==> src/lrc_pkg.sv <==
// Shared types, constants and helper functions of the line rectangle clipper.
package lrc_pkg;

    // Coordinate width and derived widths.
    localparam int CB = 16;
    localparam int PW = 2 * CB + 1;
    localparam int SW = CB + 3;
    localparam int DIV_BITS_PER_STAGE = 2;
    localparam int DIV_ST = (CB + 1 + DIV_BITS_PER_STAGE - 1) / DIV_BITS_PER_STAGE;

    typedef logic signed [CB-1:0] coord_t;
    typedef logic [CB-1:0] mag_t;
    typedef logic [PW-1:0] rem_t;
    typedef logic [CB:0] quo_t;
    typedef logic [3:0] ocode_t;

    // Outcode bits.
    localparam ocode_t OC_LEFT = 4'd1;
    localparam ocode_t OC_RIGHT = 4'd2;
    localparam ocode_t OC_BOTTOM = 4'd4;
    localparam ocode_t OC_TOP = 4'd8;

    // Register indexes on the configuration port.
    localparam logic [1:0] REG_LEFT = 2'd0;
    localparam logic [1:0] REG_RIGHT = 2'd1;
    localparam logic [1:0] REG_BOTTOM = 2'd2;
    localparam logic [1:0] REG_TOP = 2'd3;

    // Window reset values.
    localparam coord_t LEFT_RST = coord_t'(0);
    localparam coord_t RIGHT_RST = coord_t'(1023);
    localparam coord_t BOTTOM_RST = coord_t'(0);
    localparam coord_t TOP_RST = coord_t'(1023);

    typedef struct packed {
        coord_t left;
        coord_t right;
        coord_t bottom;
        coord_t top;
    } win_t;

    typedef struct packed {
        coord_t x1;
        coord_t y1;
        coord_t x2;
        coord_t y2;
    } seg_t;

    // Per-move pipeline payload.
    typedef struct packed {
        seg_t   seg;
        logic   active;
        logic   sel1;
        logic   calc_x;
        logic   neg;
        logic   big;
        coord_t base;
        coord_t fix;
        mag_t   dmag;
        rem_t   rem;
        quo_t   quo;
    } dv_t;

    // Cohen-Sutherland region code; left beats right and bottom beats top.
    function automatic ocode_t outcode(coord_t x, coord_t y, win_t w);
        ocode_t c;
        c = '0;
        if (x < w.left)
        begin
            c = c | OC_LEFT;
        end
        else if (x > w.right)
        begin
            c = c | OC_RIGHT;
        end
        if (y < w.bottom)
        begin
            c = c | OC_BOTTOM;
        end
        else if (y > w.top)
        begin
            c = c | OC_TOP;
        end
        return c;
    endfunction

endpackage

==> src/lrc_move.sv <==
// One pipelined clipping move: outcodes, edge crossing by multiply and long division.
module lrc_move import lrc_pkg::*;
(
    input  logic clk,
    input  logic rst_n,
    input  logic adv,
    input  win_t win,
    input  logic in_valid,
    input  seg_t in_seg,
    output logic out_valid,
    output seg_t out_seg
);

    // Setup stage: outcodes, edge choice and operand magnitudes.
    dv_t  su_next;
    mag_t amag_next;
    mag_t bmag_next;
    dv_t  su_reg;
    mag_t amag_reg;
    mag_t bmag_reg;
    logic su_valid_reg;

    always_comb
    begin
        ocode_t c1;
        ocode_t c2;
        ocode_t co;
        logic signed [CB:0] span;
        logic signed [CB:0] offs;
        logic signed [CB:0] den;
        logic signed [CB:0] sa;
        logic signed [CB:0] sb;
        logic signed [CB:0] sd;
        c1 = outcode(in_seg.x1, in_seg.y1, win);
        c2 = outcode(in_seg.x2, in_seg.y2, win);
        co = (c1 != '0) ? c1 : c2;
        su_next = '0;
        su_next.seg = in_seg;
        su_next.active = ((c1 | c2) != '0) && ((c1 & c2) == '0);
        su_next.sel1 = (c1 != '0);
        if ((co & OC_TOP) != '0)
        begin
            su_next.calc_x = 1'b1;
            su_next.base = in_seg.x1;
            su_next.fix = win.top;
            span = (CB+1)'(in_seg.x2) - (CB+1)'(in_seg.x1);
            offs = (CB+1)'(win.top) - (CB+1)'(in_seg.y1);
            den = (CB+1)'(in_seg.y2) - (CB+1)'(in_seg.y1);
        end
        else if ((co & OC_BOTTOM) != '0)
        begin
            su_next.calc_x = 1'b1;
            su_next.base = in_seg.x1;
            su_next.fix = win.bottom;
            span = (CB+1)'(in_seg.x2) - (CB+1)'(in_seg.x1);
            offs = (CB+1)'(win.bottom) - (CB+1)'(in_seg.y1);
            den = (CB+1)'(in_seg.y2) - (CB+1)'(in_seg.y1);
        end
        else if ((co & OC_RIGHT) != '0)
        begin
            su_next.calc_x = 1'b0;
            su_next.base = in_seg.y1;
            su_next.fix = win.right;
            span = (CB+1)'(in_seg.y2) - (CB+1)'(in_seg.y1);
            offs = (CB+1)'(win.right) - (CB+1)'(in_seg.x1);
            den = (CB+1)'(in_seg.x2) - (CB+1)'(in_seg.x1);
        end
        else
        begin
            su_next.calc_x = 1'b0;
            su_next.base = in_seg.y1;
            su_next.fix = win.left;
            span = (CB+1)'(in_seg.y2) - (CB+1)'(in_seg.y1);
            offs = (CB+1)'(win.left) - (CB+1)'(in_seg.x1);
            den = (CB+1)'(in_seg.x2) - (CB+1)'(in_seg.x1);
        end
        su_next.neg = span[CB] ^ offs[CB] ^ den[CB];
        sa = span[CB] ? -span : span;
        sb = offs[CB] ? -offs : offs;
        sd = den[CB] ? -den : den;
        amag_next = sa[CB-1:0];
        bmag_next = sb[CB-1:0];
        su_next.dmag = sd[CB-1:0];
    end

    // Multiply stage.
    dv_t  mu_next;
    dv_t  mu_reg;
    logic mu_valid_reg;

    always_comb
    begin
        mu_next = su_reg;
        mu_next.rem = PW'(amag_reg * bmag_reg);
    end

    // Clamp stage: flag a quotient at or above the cap before dividing.
    dv_t  dv_next [DIV_ST+1];
    dv_t  dv_reg [DIV_ST+1];
    logic dv_valid_reg [DIV_ST+1];

    always_comb
    begin
        dv_next[0] = mu_reg;
        dv_next[0].big = (mu_reg.rem >= (PW'(mu_reg.dmag) << (CB + 1)));
        dv_next[0].quo = '0;
    end

    // Restoring division, a pair of quotient bits per stage.
    for (genvar k = 0; k < DIV_ST; k++)
    begin : g_div
        always_comb
        begin
            rem_t r;
            rem_t dw;
            int   j;
            dv_next[k+1] = dv_reg[k];
            r = dv_reg[k].rem;
            for (int s = 0; s < DIV_BITS_PER_STAGE; s++)
            begin
                j = CB - DIV_BITS_PER_STAGE * k - s;
                if (j >= 0)
                begin
                    dw = PW'(dv_reg[k].dmag) << j;
                    if (r >= dw)
                    begin
                        r = r - dw;
                        dv_next[k+1].quo[j] = 1'b1;
                    end
                end
            end
            dv_next[k+1].rem = r;
        end
    end

    // Final stage: apply the sign, saturate and move the chosen endpoint.
    seg_t fin_next;
    seg_t fin_reg;
    logic fin_valid_reg;

    always_comb
    begin
        dv_t d;
        logic [CB+1:0] qe;
        logic signed [SW-1:0] qs;
        logic signed [SW-1:0] sum;
        coord_t moved;
        d = dv_reg[DIV_ST];
        qe = d.big ? ((CB+2)'(1) << (CB + 1)) : {1'b0, d.quo};
        qs = $signed({1'b0, qe});
        sum = d.neg ? (SW'(d.base) - qs) : (SW'(d.base) + qs);
        if (d.dmag == '0)
        begin
            moved = d.base;
        end
        else if (sum > SW'(coord_t'({1'b0, {(CB-1){1'b1}}})))
        begin
            moved = {1'b0, {(CB-1){1'b1}}};
        end
        else if (sum < SW'(coord_t'({1'b1, {(CB-1){1'b0}}})))
        begin
            moved = {1'b1, {(CB-1){1'b0}}};
        end
        else
        begin
            moved = sum[CB-1:0];
        end
        fin_next = d.seg;
        if (d.active)
        begin
            if (d.sel1)
            begin
                fin_next.x1 = d.calc_x ? moved : d.fix;
                fin_next.y1 = d.calc_x ? d.fix : moved;
            end
            else
            begin
                fin_next.x2 = d.calc_x ? moved : d.fix;
                fin_next.y2 = d.calc_x ? d.fix : moved;
            end
        end
    end

    // Valid bits travel with the data.
    always_ff @(posedge clk or negedge rst_n)
    begin
        if (!rst_n)
        begin
            su_valid_reg <= 1'b0;
            mu_valid_reg <= 1'b0;
            fin_valid_reg <= 1'b0;
            for (int i = 0; i <= DIV_ST; i++)
            begin
                dv_valid_reg[i] <= 1'b0;
            end
        end
        else if (adv)
        begin
            su_valid_reg <= in_valid;
            mu_valid_reg <= su_valid_reg;
            dv_valid_reg[0] <= mu_valid_reg;
            for (int i = 0; i < DIV_ST; i++)
            begin
                dv_valid_reg[i+1] <= dv_valid_reg[i];
            end
            fin_valid_reg <= dv_valid_reg[DIV_ST];
        end
    end

    // Payload registers.
    always_ff @(posedge clk)
    begin
        if (adv)
        begin
            su_reg <= su_next;
            amag_reg <= amag_next;
            bmag_reg <= bmag_next;
            mu_reg <= mu_next;
            for (int i = 0; i <= DIV_ST; i++)
            begin
                dv_reg[i] <= dv_next[i];
            end
            fin_reg <= fin_next;
        end
    end

    assign out_valid = fin_valid_reg;
    assign out_seg = fin_reg;

endmodule

==> config.mk <==
export PLATFORM = sky130hd
export DESIGN_NAME = lrc_move
export DESIGN_NICKNAME = d
export VERILOG_FILES = /design/src/lrc_pkg.sv /design/src/lrc_move.sv
export SDC_FILE = /design/constraint.sdc
export NUM_CORES = 2
export LEC_CHECK = 0
export ABC_AREA = 0
export ABC_CLOCK_PERIOD_IN_PS = 7500
export BUFFER_PORTS_ARGS = -buffer_cell sky130_fd_sc_hd__buf_2
export CORE_ASPECT_RATIO = 2
export CORE_MARGIN = 2
export CORE_UTILIZATION = 50
export DETAILED_ROUTE_END_ITERATION = 6
export GPL_TIMING_DRIVEN = 0
export PLACE_DENSITY = 0.7
export SLEW_MARGIN = 25
export SYNTH_ARGS = -nofsm -noshare
export SYNTH_HDL_FRONTEND = slang
export SYNTH_SLANG_ARGS = --single-unit
==> constraint.sdc <==
create_clock -name clk -period 7.5 [get_ports clk]
set_input_delay 0.75 -clock clk [delete_from_list [all_inputs] [get_ports clk]]
set_output_delay 0.75 -clock clk [all_outputs]
set_load 0.01 [all_outputs]
* After elaboration in Yosys (flattened, before gate mapping)
Memories as Yosys holds them, arrays and structs flattened. Cells that the tools add are included.
Cells by class: add/sub/neg operators 28, $mul 1, $lt $le $gt $ge 28, mux-type cells 69, bitwise operators 4, reductions and logical operators 5
Operators with widths (count):
- 2-to-1 mux 33 bit | 17
- 2-to-1 mux 16 bit | 9
- 2-to-1 mux 32 bit | 4
- 2-to-1 mux 17 bit | 7
- subtractor 16 x 16 -> 17 bit | 6
- > comparator 16 bit | 4
- < comparator 16 bit | 4
- 2-to-1 mux 64 bit | 1
- negator 16 bit | 3
- greater-or-equal comparator 32 x 33 -> 1 bit | 1
- greater-or-equal comparator 33 x 16 -> 1 bit | 1
- greater-or-equal comparator 33 x 17 -> 1 bit | 1
- greater-or-equal comparator 33 x 18 -> 1 bit | 1
- greater-or-equal comparator 33 x 19 -> 1 bit | 1
- greater-or-equal comparator 33 x 20 -> 1 bit | 1
- greater-or-equal comparator 33 x 21 -> 1 bit | 1
- greater-or-equal comparator 33 x 22 -> 1 bit | 1
- greater-or-equal comparator 33 x 23 -> 1 bit | 1
- greater-or-equal comparator 33 x 24 -> 1 bit | 1
- greater-or-equal comparator 33 x 25 -> 1 bit | 1
- greater-or-equal comparator 33 x 26 -> 1 bit | 1
- greater-or-equal comparator 33 x 27 -> 1 bit | 1
- greater-or-equal comparator 33 x 28 -> 1 bit | 1
- greater-or-equal comparator 33 x 29 -> 1 bit | 1
- 37 further kinds | 65
Storage, ports and cells: bits in registers 373, bits in writable memories 1670, input port bits 132, output and inout bits 65, logic and storage cells 178, memories kept 1
Memories:
- dv_reg | depth 10, bits a word 167, read ports 10, clocked after Yosys merged registers in 0, write ports 10, RTL line lrc_move.sv:99 | dv_t dv_reg [DIV_ST+1];

* Depth between registers and ports, before layout
depth after elaboration 12, mapped depth 31, depth with buffers taken out 28

* Least setup slack after synthesis
OpenSTA, ideal clock, no wires.
path kind register to register, start register amag_reg[11], end register mu_reg (netlist bit dv_next[1551]) (data pin), setup time 260 ps, arrival 6155 ps, data required time 7240 ps, slack 1085 ps, cell stages (with the launch flop) 27, path buffers 1, clock period less this slack 6415 ps, cell sequence edfxtp_1 > clkbuf_1 > nand2_1 > fa_1 > inv_1 > fa_1 > inv_1 > fa_1 > inv_1 > fa_1 > fa_1 > inv_1 > fa_1 > inv_1 > ha_1 > nand3_1 > nor2_1 > and3_1 > a21oi_1 > a21oi_1 > o311a_1 > o21a_1 > o21ai_0 > a21oi_1 > o21a_1 > nor2_1 > xnor2_1
RTL lines:
- start, declared | RTL line lrc_move.sv:19 | mag_t amag_reg;
- start signal, assigned | RTL line lrc_move.sv:216 | amag_reg <= amag_next;
- end signal, assigned | RTL line lrc_move.sv:218 | mu_reg <= mu_next;
- end, declared | RTL line lrc_move.sv:88 | dv_t mu_reg;

* Worst setup path in the final report
start input in_seg[49] (netlist bit), end register bmag_reg[12] (data pin)
On the way: longest elaborated chain between the ends 12, elaborated cells between the ends (all ways) 15, classes of those cells add/sub: 3; order compare: 2; mux: 9; reduce/logical: 1
Ends and longest elaborated chain:
- start, declared | RTL line lrc_move.sv:9 | input seg_t in_seg,
- > comparator 16 bit | RTL line lrc_pkg.sv:72 | else if (x > w.right)
- 2-to-1 mux 2 bit | RTL line lrc_pkg.sv:72
- 2-to-1 mux 4 bit | RTL line lrc_pkg.sv:68 | if (x < w.left)
- 2-to-1 mux 4 bit | RTL line lrc_pkg.sv:80 | else if (y > w.top)
- 2-to-1 mux 4 bit | RTL line lrc_pkg.sv:76 | if (y < w.bottom)
- nonzero test 4 bit | RTL line lrc_move.sv:36 | co = (c1 != '0) ? c1 : c2;
- 2-to-1 mux 4 bit | RTL line lrc_move.sv:36
- 2-to-1 mux 17 bit | RTL line lrc_move.sv:59 | else if ((co & OC_RIGHT) != '0)
- 2-to-1 mux 17 bit | RTL line lrc_move.sv:50 | else if ((co & OC_BOTTOM) != '0)
- 2-to-1 mux 17 bit (*) | RTL line lrc_move.sv:41 | if ((co & OC_TOP) != '0)
- negator 16 bit | RTL line lrc_move.sv:79 | sb = offs[CB] ? -offs : offs;
- 2-to-1 mux 16 bit (*) | RTL line lrc_move.sv:79
- net bmag_next[12] | RTL line lrc_move.sv:17 | mag_t bmag_next;
- end signal, assigned | RTL line lrc_move.sv:217 | bmag_reg <= bmag_next;
- end, declared | RTL line lrc_move.sv:20 | mag_t bmag_reg;
The timed path passes the listed nets; every way through them passes the cells marked *. A chain may end at the register's enable or synchronous reset.

==> load_flow_metrics.sql <==
INSERT INTO impl_metrics (metric_group, metric, value, unit) VALUES
('clock_tree', 'worstSkewPairLatency', '850', 'ps'),
('timing', 'finalHoldViolCount', '0', ''),
('global_routing', 'grt_max_degree', '148', ''),
('routing', 'avgRoutedWirePerCell', '22.90', 'um'),
('timing', 'totalNegativeSetupSlack', '0', 'ps'),
('timing', 'finalWorstPathRequiredPeriod', '7322', 'ps'),
('critical_path', 'cp_num_buf_inv', '6', ''),
('clock_tree', 'ctsLongestPathBuffers', '4', ''),
('finish', 'sequential_cell_area', '57830', 'um2'),
('timing', 'slew_headroom', '0.1786', ''),
('clock_tree', 'cts_htree_levels', '4', ''),
('floorplanning', 'design.die.area', '196400', 'um2'),
('critical_path', 'arrival', '7810', 'ps'),
('finish', 'layout_common_cells', '1915 x sky130_fd_sc_hd__edfxtp_1, 672 x sky130_fd_sc_hd__inv_1, 571 x sky130_fd_sc_hd__ha_1', ''),
('logic_synthesis', 'number_of_instances_in_the_synthesized_netlist', '7454', ''),
('logic_synthesis', 'yosysWarningCount', '0', ''),
('floorplanning', 'placeableCoreArea', '191400', 'um2'),
('logic_synthesis', 'postSynthAreaPerCell', '12.92', 'um2'),
('placement', 'dpl_wire_length', '188000', 'um'),
('placement', 'detailedPlace.worstSlack', '-2195', 'ps'),
('clock_tree', 'worst_setup_hold_path_clk_slew', '70', 'ps'),
('finish', 'multi_input_area', '35650', 'um2'),
('logic_synthesis', 'synthArstFlopShare', '0.006743', ''),
('critical_path', 'cp_max_fo', '10', ''),
('run_status', 'outcome', 'completed', ''),
('global_routing', 'number_of_antenna_violations_at_the_first_check_in_global_routing', '11', ''),
('finish', 'layout_cell_area_excl_fill', '107300', 'um2'),
('global_routing', 'grt_pass1_wl', '359700', 'um'),
('finish', 'layout.cells.most_common', 'sky130_fd_sc_hd__edfxtp_1', ''),
('critical_path', 'reg2reg_setup_slack', '240', 'ps'),
('timing', 'clock.fmax', '136.6', 'MHz'),
('routing', 'drt_wl_total', '241300', 'um'),
('global_routing', 'grt_overflow_total', '0', ''),
('placement', 'place_area', '100900', 'um2'),
('routing', 'avgViaCountPerCell', '5.573', ''),
('logic_synthesis', 'ys_seq_elements', '1928', ''),
('timing', 'finalWorstSetupSlack', '177.6', 'ps'),
('logic_synthesis', 'synthesis.area', '96340', 'um2'),
('floorplanning', 'initial_core_util', '0.5032', ''),
('timing', 'timing.final.max_slew_violations', '0', ''),
('logic_synthesis', 'synth_nets', '8374', ''),
('floorplanning', 'fp.dieW', '314.4', 'um'),
('floorplanning', 'row_count', '227', ''),
('finish', 'layout_filler_cell_count', '15647', ''),
('placement', 'port_buffers', '196', ''),
('clock_tree', 'tritoncts', 'built', ''),
('critical_path', 'cpMaxStageDelayCell', 'sky130_fd_sc_hd__buf_1', ''),
('critical_path', 'crit_path_start_kind', 'input port', ''),
('clock_tree', 'numCtsBuffers', '168', ''),
('critical_path', 'required', '7990', 'ps'),
('global_routing', 'grt_pass1_vias', '61122', ''),
('flow_run', 'drv_cap', '0', ''),
('critical_path', 'path_class', 'input port to flip-flop', ''),
('timing', 'finClkSkew', '93.53', 'ps'),
('global_routing', 'grt_use_total', '0.2460', ''),
('hold_path', 'worstHoldPathType', 'input port to flip-flop', ''),
('logic_synthesis', 'dominantRegCellSynth', 'sky130_fd_sc_hd__edfxtp_1', ''),
('timing', 'final-setup-viol-count', '0', ''),
('logic_synthesis', 'yosysTopAreaCell', 'sky130_fd_sc_hd__edfxtp_1', ''),
('logic_synthesis', 'synth-edff-count', '1915', ''),
('logic_synthesis', 'post_synth_num_cell_types', '93', ''),
('finish', 'layout-drive-gt1-share', '0.1029', ''),
('routing', 'drtPass1Iterations', '7', ''),
('floorplanning', 'die_y', '624.8', 'um'),
('timing', 'transition_time_of_the_tightest_slew_check_pin', '1221', 'ps'),
('routing', 'drt_iter0_drc', '3483', ''),
('critical_path', 'critPathCaptureType', 'flip-flop', ''),
('routing', 'detailroute.via_count', '58743', ''),
('critical_path', 'timing.critical_path.max_delay_family', 'buffers and inverters', ''),
('clock_tree', 'clock-root-buffer', 'sky130_fd_sc_hd__clkbuf_16', ''),
('logic_synthesis', 'netlist.area_leader.share', '0.5969', '');
logic make-up (layout without fill, tap and decap cells):
kind of cell               count (synthesis)  in the layout  synth area share
AOI/OAI and AO/OA                       1364           1364           0.09075
xor gates and xnor gates                 442            442           0.04018
adders and majority gates                788            788            0.1193
buffers and inverters                    831           1377           0.03279
DFF                                     1928           1928            0.6003
muxes                                    170            170           0.01956
other                                      0             21                 0
and+or+nand+nor                         1931           1931           0.09717
per-layer routing:
layer	up-vias	track usage	wire [um]
met2	1479	0.4723	133100
met3	770	0.02266	6896
met5	-	0	0
met1	28408	0.2229	75400
met4	0	0.2250	25950
li1	28086	-	-
through the flow:
step           hold WS [ps]  instances
2_1_floorplan         400.3       7454
3_3_place_gp          401.3      10169
3_5_place_dp          404.5      10185
4_1_cts               1.800      10491
5_1_grt               43.81      10538
6_report              88.75      10540
area by class of cell:
| type | count | area share |
|---|---|---|
| inverters | 675 | 0.02367 |
| repair buffers | 262 | 0.01707 |
| flip-flops and latches | 1928 | 0.5389 |
| diodes | 21 | 0.0004897 |
| clock buffers | 185 | 0.04037 |
| plain buffers | 149 | 0.006506 |
| clock inverters | 106 | 0.01138 |
| well taps | 2519 | 0.02937 |
| multi-input cells | 4695 | 0.3322 |
synth_stat cells (all sizes together), types with 20 or more instances:
cell type / count
o21bai: 36
ha: 571
nand4: 67
mux2i: 51
o211ai: 27
a211oi: 32
o221a: 25
xnor2: 290
and3: 43
nand2b: 65
nand3: 101
a31oi: 44
and4: 20
or2: 22
o31ai: 38
edfxtp: 1915
inv: 672
o21a: 72
a21o: 121
o21ai: 315
buf: 39
or3: 40
a21boi: 35
and2: 142
nor2b: 80
mux2: 119
clkbuf: 117
nor3: 161
nor2: 501
nand2: 549
fa: 217
xor2: 152
a21oi: 422
nor4: 60
worst register-to-register path: cells and delay by family (launching register included):
family,cells,cell delay (ps)
buffers and inverters,6,1720
DFF,1,400
adders and majority gates,2,780
AOI/OAI and AO/OA,8,1700
and+or+nand+nor,9,2130
muxes,1,390
repair_timing:
action | in CTS | in global routing
gates resized for setup | 87 | 81
setup buffers | 18 | 31
endpoints found under the setup margin | 211 | 179
pin swaps | 3 | 4
hold endpoints to repair | 13 | 0
hold buffers | 1 | 0
final timing paths:
| check | start | endpoint | cells past startpoint |
|---|---|---|---|
| hold / removal | in_seg[59] | mu_next[162] | 1 |
| setup reg to reg | dv_reg[6][57] | dv_reg[7][29] | 26 |
| hold reg to reg | dv_reg[2][70] | dv_reg[3][70] | 0 |
| min in group asynchronous | rst_n | dv_valid_reg[0] | 2 |
| setup / recovery | in_seg[49] | bmag_reg[12] | 19 |
| max in group asynchronous | rst_n | dv_valid_reg[6] | 2 |
Power is not shown: default switching activity piles up to over one toggle a cycle in this logic, so the estimate is an artifact.
